===== config.mk =====
export PLATFORM = sky130hd
export DESIGN_NAME = bmp_stream_decoder_top
export DESIGN_NICKNAME = d
export VERILOG_FILES = /design/src/hw/rtl/bmp_pkg.sv /design/src/hw/rtl/bmp_datapath.sv /design/src/hw/rtl/bmp_ctrl.sv /design/src/hw/rtl/bmp_stream_decoder_top.sv
export SDC_FILE = /design/constraint.sdc
export NUM_CORES = 2
export LEC_CHECK = 0
export BUFFER_PORTS_ARGS = -buffer_cell sky130_fd_sc_hd__buf_2
export CAP_MARGIN = 20
export CORE_MARGIN = 2
export CORE_UTILIZATION = 30
export DETAILED_ROUTE_END_ITERATION = 8
export GPL_ROUTABILITY_DRIVEN = 0
export PLACE_DENSITY_LB_ADDON = 0.08
export SYNTH_ARGS = -nofsm -noshare
export SYNTH_HDL_FRONTEND = slang
export SYNTH_SLANG_ARGS = --single-unit

===== constraint.sdc =====
create_clock -name clk -period 5.9 [get_ports clk]
set_input_delay 1.77 -clock clk [delete_from_list [all_inputs] [get_ports clk]]
set_output_delay 1.77 -clock clk [all_outputs]
set_load 0.005 [all_outputs]

===== src/hw/rtl/bmp_pkg.sv =====
// ----------------------------------------------------------------------------
// bmp_pkg
// Shared types and constants for the BMP stream decoder.
// ----------------------------------------------------------------------------
`default_nettype none
package bmp_pkg;

  localparam int MaxDimDefault = 4096;
  localparam int HdrBytes      = 54;
  localparam int PalMax        = 4 * 256;
  localparam logic [15:0] BmpSig = 16'h4D42;

  localparam logic [1:0] KIND_RGB    = 2'd0;
  localparam logic [1:0] KIND_RAW    = 2'd1;
  localparam logic [1:0] KIND_HDR_OK = 2'd2;
  localparam logic [1:0] KIND_REJECT = 2'd3;

  localparam logic [3:0] ST_OK       = 4'd0;
  localparam logic [3:0] ST_SIG      = 4'd1;
  localparam logic [3:0] ST_COMP     = 4'd2;
  localparam logic [3:0] ST_WIDTH    = 4'd3;
  localparam logic [3:0] ST_HEIGHT   = 4'd4;
  localparam logic [3:0] ST_DEPTH    = 4'd5;
  localparam logic [3:0] ST_SIZE     = 4'd6;
  localparam logic [3:0] ST_OFS_LOW  = 4'd7;
  localparam logic [3:0] ST_OFS_HIGH = 4'd8;
  localparam logic [3:0] ST_TRUNC    = 4'd9;

  typedef struct packed {
    logic [7:0] data_byte;
    logic       end_of_data;
  } in_word_t;

  typedef struct packed {
    logic [1:0]  kind;
    logic [7:0]  red;
    logic [7:0]  green;
    logic [7:0]  blue;
    logic [7:0]  raw_byte;
    logic [11:0] row;
    logic [13:0] column;
    logic [12:0] image_width;
    logic [12:0] image_height;
    logic [5:0]  bit_depth;
    logic [3:0]  status;
    logic        last;
  } out_word_t;

  // controller -> datapath
  typedef struct packed {
    logic take;      // process the held byte
    logic calc;      // one step of header size calculation
    logic calc_init;
    logic finish;    // apply header verdict
  } bmp_cmd_t;

  // datapath -> controller
  typedef struct packed {
    logic need_calc; // byte 53 captured, checks pending
    logic calc_done;
  } bmp_sts_t;

endpackage
`default_nettype wire


===== src/hw/rtl/bmp_datapath.sv =====
// ----------------------------------------------------------------------------
// bmp_datapath
// Header field capture, header checks, pixel unpacking and result register.
// ----------------------------------------------------------------------------
`default_nettype none
module bmp_datapath #(
  parameter int MAX_DIM = bmp_pkg::MaxDimDefault
) (
  input  wire logic               clk,
  input  wire logic               rst_n,
  input  wire bmp_pkg::in_word_t  in_word,
  input  wire bmp_pkg::bmp_cmd_t  cmd,
  output bmp_pkg::bmp_sts_t       sts,
  output bmp_pkg::out_word_t      res,
  output logic                    res_vld
);

  localparam logic [1:0] PH_HEADER  = 2'd0;
  localparam logic [1:0] PH_PALETTE = 2'd1;
  localparam logic [1:0] PH_PIXELS  = 2'd2;
  localparam logic [1:0] PH_SKIP    = 2'd3;

  logic [1:0]  phase_r, phase_nxt;
  logic [5:0]  pos_r, pos_nxt;
  logic [10:0] pal_pos_r, pal_pos_nxt;
  logic [31:0] acc_r, acc_nxt;
  logic [31:0] wid_r, wid_nxt, hgt_r, hgt_nxt, comp_r, comp_nxt, decl_r, decl_nxt;
  logic [15:0] dep_r, dep_nxt, ofs_r, ofs_nxt;
  logic        pend_r, pend_nxt;
  logic        eod_r, eod_nxt;
  logic [31:0] rowb_r, rowb_nxt;
  logic [47:0] tot_r, tot_nxt;
  logic [1:0]  cstep_r, cstep_nxt;
  logic [14:0] rbc_r, rbc_nxt, col_r, col_nxt;
  logic [12:0] crow_r, crow_nxt;
  logic [15:0] pix_r, pix_nxt;
  logic [1:0]  bip_r, bip_nxt;
  bmp_pkg::out_word_t res_nxt;
  logic        vld_nxt;

  logic [31:0] hdr_acc;
  logic [3:0]  verdict;
  logic [12:0] toprow;
  logic        lastrow, fin;
  logic [15:0] row_limit;
  logic [37:0] wd_prod;
  logic [16:0] rowb_next;
  logic [14:0] rbc_inc;

  assign hdr_acc   = {in_word.data_byte, acc_r[31:8]};
  assign wd_prod   = {6'd0, wid_r} * {22'd0, dep_r} + 38'd31;
  assign toprow    = hgt_r[12:0] - 13'd1 - crow_r;
  assign lastrow   = (crow_r == hgt_r[12:0] - 13'd1);
  assign row_limit = 16'(3 * {1'b0, wid_r[14:0]});
  assign rbc_inc   = rbc_r + 15'd1;
  assign rowb_next = {2'b00, rbc_r} + 17'd1;

  assign sts.need_calc = pend_r;
  assign sts.calc_done = (cstep_r == 2'd2);

  always_comb begin
    verdict = bmp_pkg::ST_OK;
    if (comp_r != 32'd0) verdict = bmp_pkg::ST_COMP;
    else if (wid_r[31] || wid_r == 32'd0 || wid_r > 32'(MAX_DIM)) verdict = bmp_pkg::ST_WIDTH;
    else if (hgt_r[31] || hgt_r == 32'd0 || hgt_r > 32'(MAX_DIM)) verdict = bmp_pkg::ST_HEIGHT;
    else if (dep_r[15] || dep_r == 16'd0 || dep_r > 16'd32) verdict = bmp_pkg::ST_DEPTH;
    else if (decl_r != 32'd0 && {16'd0, decl_r} != tot_r) verdict = bmp_pkg::ST_SIZE;
    else if (ofs_r[15] || ofs_r < 16'(bmp_pkg::HdrBytes)) verdict = bmp_pkg::ST_OFS_LOW;
    else if (ofs_r > 16'(bmp_pkg::HdrBytes + bmp_pkg::PalMax)) verdict = bmp_pkg::ST_OFS_HIGH;
  end

  always_comb begin
    phase_nxt = phase_r; pos_nxt = pos_r; pal_pos_nxt = pal_pos_r; acc_nxt = acc_r;
    wid_nxt = wid_r; hgt_nxt = hgt_r; comp_nxt = comp_r; decl_nxt = decl_r;
    dep_nxt = dep_r; ofs_nxt = ofs_r; pend_nxt = pend_r; rowb_nxt = rowb_r;
    tot_nxt = tot_r; cstep_nxt = cstep_r; rbc_nxt = rbc_r; col_nxt = col_r;
    crow_nxt = crow_r; pix_nxt = pix_r; bip_nxt = bip_r; fin = 1'b0;
    eod_nxt = eod_r;
    res_nxt = '0; vld_nxt = 1'b0;

    if (cmd.calc_init) cstep_nxt = 2'd0;
    if (cmd.calc) begin
      if (cstep_r == 2'd0) begin
        rowb_nxt = {wd_prod[34:5], 2'b00};
        cstep_nxt = 2'd1;
      end else if (cstep_r == 2'd1) begin
        tot_nxt = {16'd0, rowb_r * {16'd0, hgt_r[15:0]}};
        cstep_nxt = 2'd2;
      end
    end

    if (cmd.finish) begin
      pend_nxt = 1'b0;
      res_nxt.last = 1'b1; vld_nxt = 1'b1;
      if (verdict != bmp_pkg::ST_OK) begin
        res_nxt.kind = bmp_pkg::KIND_REJECT; res_nxt.status = verdict;
        phase_nxt = PH_SKIP;
      end else begin
        res_nxt.kind = bmp_pkg::KIND_HDR_OK; res_nxt.last = 1'b0;
        res_nxt.image_width = wid_r[12:0]; res_nxt.image_height = hgt_r[12:0];
        res_nxt.bit_depth = dep_r[5:0];
        phase_nxt = (ofs_r == 16'(bmp_pkg::HdrBytes)) ? PH_PIXELS : PH_PALETTE;
      end
      if (eod_r && phase_nxt != PH_SKIP) begin
        res_nxt = '0; res_nxt.kind = bmp_pkg::KIND_REJECT;
        res_nxt.status = bmp_pkg::ST_TRUNC; res_nxt.last = 1'b1;
      end
      if (eod_r) begin
        phase_nxt = PH_HEADER; pos_nxt = '0; pal_pos_nxt = '0; acc_nxt = '0;
        wid_nxt = '0; hgt_nxt = '0; comp_nxt = '0; decl_nxt = '0; dep_nxt = '0;
        ofs_nxt = '0; rbc_nxt = '0; col_nxt = '0; crow_nxt = '0; pix_nxt = '0;
        bip_nxt = '0; rowb_nxt = '0;
      end
      eod_nxt = 1'b0;
    end else if (cmd.take) begin
      unique case (phase_r)
        PH_HEADER: begin
          acc_nxt = hdr_acc;
          pos_nxt = pos_r + 6'd1;
          pal_pos_nxt = 11'(pos_r) + 11'd1;
          case (pos_r)
            6'd1: if (hdr_acc[31:16] != bmp_pkg::BmpSig) begin
              res_nxt.kind = bmp_pkg::KIND_REJECT; res_nxt.status = bmp_pkg::ST_SIG;
              res_nxt.last = 1'b1; vld_nxt = 1'b1; phase_nxt = PH_SKIP;
            end
            6'd11: ofs_nxt  = hdr_acc[31:16];
            6'd21: wid_nxt  = hdr_acc;
            6'd25: hgt_nxt  = hdr_acc;
            6'd29: dep_nxt  = hdr_acc[31:16];
            6'd33: comp_nxt = hdr_acc;
            6'd37: decl_nxt = hdr_acc;
            6'd53: begin
              pend_nxt = 1'b1; eod_nxt = in_word.end_of_data;
            end
            default: ;
          endcase
        end
        PH_PALETTE: begin
          pal_pos_nxt = pal_pos_r + 11'd1;
          if ({5'd0, pal_pos_nxt} >= ofs_r) phase_nxt = PH_PIXELS;
        end
        PH_PIXELS: begin
          if (dep_r[5:0] == 6'd24) begin
            if ({1'b0, rbc_r} < row_limit) begin
              if (bip_r == 2'd0) begin
                pix_nxt = {8'd0, in_word.data_byte}; bip_nxt = 2'd1;
              end else if (bip_r == 2'd1) begin
                pix_nxt = {in_word.data_byte, pix_r[7:0]}; bip_nxt = 2'd2;
              end else begin
                fin = lastrow && (col_r == wid_r[14:0] - 15'd1);
                res_nxt.kind = bmp_pkg::KIND_RGB; res_nxt.red = in_word.data_byte;
                res_nxt.green = pix_r[15:8]; res_nxt.blue = pix_r[7:0];
                res_nxt.row = toprow[11:0]; res_nxt.column = col_r[13:0];
                res_nxt.last = fin; vld_nxt = 1'b1;
                col_nxt = col_r + 15'd1; bip_nxt = 2'd0;
              end
            end
          end else begin
            fin = lastrow && ({17'd0, rbc_r} == rowb_r - 32'd1);
            res_nxt.kind = bmp_pkg::KIND_RAW; res_nxt.raw_byte = in_word.data_byte;
            res_nxt.row = toprow[11:0]; res_nxt.column = rbc_r[13:0];
            res_nxt.last = fin; vld_nxt = 1'b1;
          end
          if (fin) phase_nxt = PH_SKIP;
          rbc_nxt = rbc_inc;
          if ({15'd0, rowb_next} >= rowb_r) begin
            rbc_nxt = '0; col_nxt = '0; bip_nxt = 2'd0;
            crow_nxt = crow_r + 13'd1;
            if (lastrow) phase_nxt = PH_SKIP;
          end
        end
        default: ;
      endcase
      if (in_word.end_of_data && !pend_nxt) begin
        if (phase_nxt != PH_SKIP) begin
          res_nxt = '0; res_nxt.kind = bmp_pkg::KIND_REJECT;
          res_nxt.status = bmp_pkg::ST_TRUNC; res_nxt.last = 1'b1; vld_nxt = 1'b1;
        end
        phase_nxt = PH_HEADER; pos_nxt = '0; pal_pos_nxt = '0; acc_nxt = '0;
        wid_nxt = '0; hgt_nxt = '0; comp_nxt = '0; decl_nxt = '0; dep_nxt = '0;
        ofs_nxt = '0; rbc_nxt = '0; col_nxt = '0; crow_nxt = '0; pix_nxt = '0;
        bip_nxt = '0; rowb_nxt = '0;
      end
    end
  end

  always_ff @(posedge clk) begin
    if (!rst_n) begin
      phase_r <= PH_HEADER; pos_r <= '0; pal_pos_r <= '0; acc_r <= '0;
      wid_r <= '0; hgt_r <= '0; comp_r <= '0; decl_r <= '0; dep_r <= '0;
      ofs_r <= '0; pend_r <= 1'b0; rowb_r <= '0; tot_r <= '0; cstep_r <= '0;
      rbc_r <= '0; col_r <= '0; crow_r <= '0; pix_r <= '0; bip_r <= '0;
      eod_r <= 1'b0;
      res_vld <= 1'b0;
    end else begin
      phase_r <= phase_nxt; pos_r <= pos_nxt; pal_pos_r <= pal_pos_nxt; acc_r <= acc_nxt;
      wid_r <= wid_nxt; hgt_r <= hgt_nxt; comp_r <= comp_nxt; decl_r <= decl_nxt;
      dep_r <= dep_nxt; ofs_r <= ofs_nxt; pend_r <= pend_nxt; rowb_r <= rowb_nxt;
      tot_r <= tot_nxt; cstep_r <= cstep_nxt; rbc_r <= rbc_nxt; col_r <= col_nxt;
      crow_r <= crow_nxt; pix_r <= pix_nxt; bip_r <= bip_nxt;
      eod_r <= eod_nxt;
      res_vld <= vld_nxt;
    end
  end

  always_ff @(posedge clk) begin
    res <= res_nxt;
  end

endmodule
`default_nettype wire


===== src/hw/rtl/bmp_ctrl.sv =====
// ----------------------------------------------------------------------------
// bmp_ctrl
// Handshake control: byte holding register, header check sequencing and
// output register.
// ----------------------------------------------------------------------------
`default_nettype none
module bmp_ctrl (
  input  wire logic               clk,
  input  wire logic               rst_n,
  input  wire logic               in_valid,
  output logic                    in_stall,
  input  wire bmp_pkg::in_word_t  in_data,
  output bmp_pkg::in_word_t       word_q,
  output bmp_pkg::bmp_cmd_t       cmd,
  input  wire bmp_pkg::bmp_sts_t  sts,
  input  wire bmp_pkg::out_word_t res,
  input  wire logic               res_vld,
  output logic                    out_valid,
  input  wire logic               out_stall,
  output bmp_pkg::out_word_t      out_data
);

  localparam logic [1:0] S_RUN   = 2'd0;
  localparam logic [1:0] S_CALC  = 2'd1;
  localparam logic [1:0] S_FIN   = 2'd2;

  logic [1:0] state_r, state_nxt;
  logic       full_r, full_nxt;
  bmp_pkg::in_word_t word_r;
  logic       ov_r, ov_nxt;
  logic       slot_free, go;

  // a byte is processed only if the output slot can take a result
  assign slot_free = !res_vld && (!ov_r || !out_stall);
  assign go        = full_r && slot_free && (state_r == S_RUN) && !sts.need_calc;
  assign in_stall  = full_r && !go;
  assign word_q    = word_r;
  assign out_valid = ov_r;

  always_comb begin
    cmd = '0;
    state_nxt = state_r;
    unique case (state_r)
      S_RUN: begin
        cmd.take = go;
        if (sts.need_calc) begin
          cmd.calc_init = 1'b1; state_nxt = S_CALC;
        end
      end
      S_CALC: begin
        cmd.calc = 1'b1;
        if (sts.calc_done) state_nxt = S_FIN;
      end
      S_FIN: if (slot_free) begin
        cmd.finish = 1'b1; state_nxt = S_RUN;
      end
      default: state_nxt = S_RUN;
    endcase
  end

  always_comb begin
    full_nxt = full_r;
    if (go && !(sts.need_calc)) full_nxt = 1'b0;
    if (in_valid && !in_stall) full_nxt = 1'b1;
    ov_nxt = ov_r;
    if (ov_r && !out_stall) ov_nxt = 1'b0;
    if (res_vld) ov_nxt = 1'b1;
  end

  always_ff @(posedge clk) begin
    if (!rst_n) begin
      state_r <= S_RUN; full_r <= 1'b0; ov_r <= 1'b0;
    end else begin
      state_r <= state_nxt; full_r <= full_nxt; ov_r <= ov_nxt;
    end
  end

  always_ff @(posedge clk) begin
    if (in_valid && !in_stall) word_r <= in_data;
    if (res_vld) out_data <= res;
  end

endmodule
`default_nettype wire


===== src/hw/rtl/bmp_stream_decoder_top.sv =====
// An accepted byte passes the datapath result register and the output
// register; byte 53 adds the header size checks (start, two multiplier steps,
// hand-over, verdict). Bytes without a result go one per cycle while the output
// slot is free; a result or the checks of byte 53 hold the next byte back.
// Reset: synchronous active-low rst_n clears all control and header state.
// ----------------------------------------------------------------------------
// bmp_stream_decoder_top
// Uncompressed BMP byte stream decoder.
// ----------------------------------------------------------------------------
`default_nettype none
module bmp_stream_decoder_top #(
  parameter int MAX_DIM = bmp_pkg::MaxDimDefault
) (
  input  wire logic               clk,
  input  wire logic               rst_n,
  input  wire logic               in_valid,
  output logic                    in_stall,
  input  wire bmp_pkg::in_word_t  in_data,
  output logic                    out_valid,
  input  wire logic               out_stall,
  output bmp_pkg::out_word_t      out_data
);

  bmp_pkg::in_word_t  word_q;
  bmp_pkg::bmp_cmd_t  cmd;
  bmp_pkg::bmp_sts_t  sts;
  bmp_pkg::out_word_t res;
  logic               res_vld;

  bmp_ctrl u_ctrl (
    .clk, .rst_n, .in_valid, .in_stall, .in_data, .word_q, .cmd, .sts,
    .res, .res_vld, .out_valid, .out_stall, .out_data
  );

  bmp_datapath #(.MAX_DIM(MAX_DIM)) u_dp (
    .clk, .rst_n, .in_word(word_q), .cmd, .sts, .res, .res_vld
  );

endmodule
`default_nettype wire

==> qor.csv <==
stage;metric;value;unit
outcome;outcome;complete, but fails checks;
outcome;violations;setup timing;
yosys;postSynthAreaPerCell;8.85;um2
timing;finalCriticalPeriod;6.09;ns
routing;routed_wl;171000;um
min_path;min_from;u_dp.res[48]$_SDFF_PP0_;
yosys;ys.flop_type;dfxtp_1;
final_layout;register_area;12000;um2
floorplanning;num_io_pins;112;
routing;dr.pass1.iters;5;
final_layout;fin_area;60400;um2
clock_network;clkSinkCount;540;
job;cap_violations;0;
power_and_ir_drop;static-leakage-power;25.3;nW
worst_setup_path;end_kind;flip-flop;
worst_setup_path;cp-start-kind;flip-flop;
place;dp_slack;-0.471;ns
timing;tns;-2.59;ns
worst_setup_path;crit_path_frequent_cell;fa_1;
global_route;first_global_vias;39900;
clock_network;clk_pin_slew;0.06;ns
clock_network;numCtsBuffers;70;
yosys;synth_cell_type_count;83;
clock_network;htreeDepth;3;
clock_network;postCtsHoldBufs;0;
floorplanning;die_area;166000;um2
final_layout;fillers;16600;
clock_network;clk-insertion-delay-late;0.69;ns
routing;via_count;38200;
clock_network;cts_tree;built;
floorplanning;die_y;407;um
timing;fmax;0.164;GHz
worst_setup_path;r2r-start;u_dp.hgt_r[1]$_SDFFE_PN0P_;
final_layout;multiInputGateArea;33800;um2
timing;setup-violations-final;22;
yosys;synth_area;48700;um2
yosys;synth-edff-count;106;
yosys;synth_warnings;0;
min_path;min_path_type;flip-flop to flip-flop;
final_layout;finalNonFillerCells;8203;
worst_setup_path;path_class;flip-flop to flip-flop;
final_layout;layout-drive-gt1-share;20.3;%
routing;antenna_left;0;
yosys;ys_ff_latch;540;
timing;post-route-period-util;103;%
worst_setup_path;worst_ep_arrival_time;6.65;ns
yosys;synth-seq-area-share;24.4;%
global_route;grt_pass1_wl;258000;um
place;dpl-instance-area;55400;um2
yosys;synth_top_area_share;26.8;%
floorplanning;rows;147;
worst_setup_path;critPathSlowestCell;fa_1;
yosys;synthArstFlopShare;0;%
place;hpwl;136000;um
floorplanning;die_w;407;um
timing;max-slew-margin-rel;28.6;%
yosys;synthTopCellsByArea;fa_1 27%, dfxtp_1 18%, nand2_1 7.0%, edfxtp_1 6.5%, ha_1 6.4%;
worst_setup_path;cp_max_fo;4;
timing;fin_ws;-0.193;ns
worst_setup_path;cp.required;6.45;ns
routing;via_per_inst;4.66;
yosys;syn-num-nets;6422;
global_route;antenna_found_initial;16;
power_and_ir_drop;power;8.76;mW
power_and_ir_drop;ir_drop;0.000185;V
timing;worst_pin_slew;1.06;ns
power_and_ir_drop;cellPowerDensity;145;nW/um2
clock_network;clockBufferDepth;3;
timing;rsz0062_at_grt;true;
routing;drcViolationCount;0;
global_route;grt.overflow.total;0;
routing;wl_per_cell;20.9;um
timing;finClkSkew;0.0621;ns
floorplanning;initial_core_util;30.3;%
yosys;yosysTopAreaCell;fa_1;
timing;report.final.slew_viol_count;0;
yosys;syn_inst;5507;
floorplanning;core-area;161000;um2
worst_setup_path;cpLargestDelayFamily;adder cells;
timing;hold_viol;0;
worst_setup_path;crit_buf_inv;8;
worst_setup_path;crit_start;u_dp.hgt_r[1]$_SDFFE_PN0P_;
worst_setup_path;slowest_delay;0.56;ns
place;io_buffers;111;
place;dp.cells;7972;
routing;drtIter0Drc;2319;
clock_network;root_buffer;clkbuf_16;
final_layout;areaGrowthSynthToFinish;24.0;%
global_route;track_usage;21.0;%
global_route;grt_max_degree;141;
final_layout;layout.nets;6896;
-- flip-flops by register name (all words and copies together), names as in the netlist, 32 cells and up --
name,cells
u_ctrl.out_data,97
u_dp.res,97
u_dp.comp_r,32
u_dp.decl_r,32
u_dp.hgt_r,32
u_dp.rowb_r,32
u_dp.tot_r,32
u_dp.wid_r,32
-- Yosys cell counts (17+ instances only) --
cell type,n
clkbuf_1,292
a22oi_1,69
and3_1,29
ha_1,250
fa_1,652
a21oi_1,113
or3_1,17
nor2_1,169
and2_1,470
edfxtp_1,106
xor2_1,79
o21ai_0,203
dfxtp_1,434
inv_1,827
xnor2_1,171
nand2_1,911
a21boi_0,48
nor2b_1,104
nand2b_1,19
buf_1,29
nand4_1,47
nor3_1,51
a21o_1,33
nand3_1,74
nor4_1,42
-- cells by family after synthesis --
group,share of synthesized area [%]
AND/OR/NAND/NOR,20.2
multiplexers,0.208
AO/OA/AOI/OAI,8.46
XOR/XNOR,4.50
buffers and inverters,9.01
adder cells (fa/ha/maj),33.2
flip-flops,24.4
-- through the flow --
step	util (%)	hold WS [ns]
global route	37.5	0.389
CTS	37.0	0.384
floorplan	-	0.386
global placement	34.4	0.385
detailed placement	34.4	0.389
finish	37.5	0.388
-- cell usage in the layout, fill, tap and decap left out, types with 103 or more instances in the layout --
cell type | netlist | final
and2_1 | 470 | 451
buf_2 | 6 | 110
buf_4 | 0 | 502
dfxtp_1 | 434 | 374
edfxtp_1 | 106 | 106
fa_1 | 652 | 613
ha_1 | 250 | 210
inv_1 | 827 | 778
nand2_1 | 911 | 889
nor2_1 | 169 | 162
nor2b_1 | 104 | 103
o21ai_0 | 203 | 169
xnor2_1 | 171 | 163
-- worst reg2reg max path, cell delays in order (launching register included) --
cell and delay, ns:
dfxtp_2 0.35, buf_12 0.14, buf_12 0.13, buf_12 0.11, nand2_4 0.05, fa_1 0.53, inv_1 0.05, fa_1 0.49
inv_2 0.04, fa_1 0.51, inv_2 0.04, fa_1 0.47, inv_1 0.05, fa_1 0.51, inv_2 0.05, fa_1 0.56
ha_4 0.22, a21o_1 0.16, a21oi_2 0.13, o21ai_1 0.08, a21o_1 0.19, a31oi_4 0.28, o22ai_4 0.13, o41ai_2 0.31
xor2_1 0.19, o21ai_1 0.07, and2_1 0.17
-- power breakdown --
group,internal [mW],switching [mW],total (mW)
Combinational,0.109,0.284,0.393
Sequential,3.79,0.0373,3.83
Clock,2.65,1.89,4.54
-- timing repair --
action,CTS,global route
cloned,2,2
endpoints found under the setup margin,42,116
buffers inserted,75,28
gates resized for setup,317,154
pin swaps,210,137
-- worst paths after layout --
kind / endpoint / cells after the start / slack (ns)
setup / recovery: u_dp.tot_r[25]$_SDFFE_PN0P_ / 26 / -0.19
hold / removal: u_ctrl.out_data[48]$_DFFE_PP_ / 0 / 0.39
setup reg to reg: u_dp.tot_r[25]$_SDFFE_PN0P_ / 26 / -0.19
hold reg to reg: u_ctrl.out_data[48]$_DFFE_PP_ / 0 / 0.39
-- final cells by class --
cell class	instances	share of cell area (%)
Multi-Input combinational cell	3807	56.1
Sequential cell	540	19.9
Tap cell	2160	4.48
Antenna cell	4	0.0166
Clock buffer	95	3.26
Inverter	828	5.15
Clock inverter	35	0.767
Timing Repair Buffer	734	10.4
-- metal layers --
| metal | global-route usage [%] | wire length (um) |
|---|---|---|
| met1 | 28.1 | 77900 |
| met2 | 35.0 | 80400 |
| met3 | 3.34 | 7940 |
| met4 | 6.06 | 5050 |
| met5 | 0 | 12 |
Note: power is estimated with default switching activity, not from simulation.
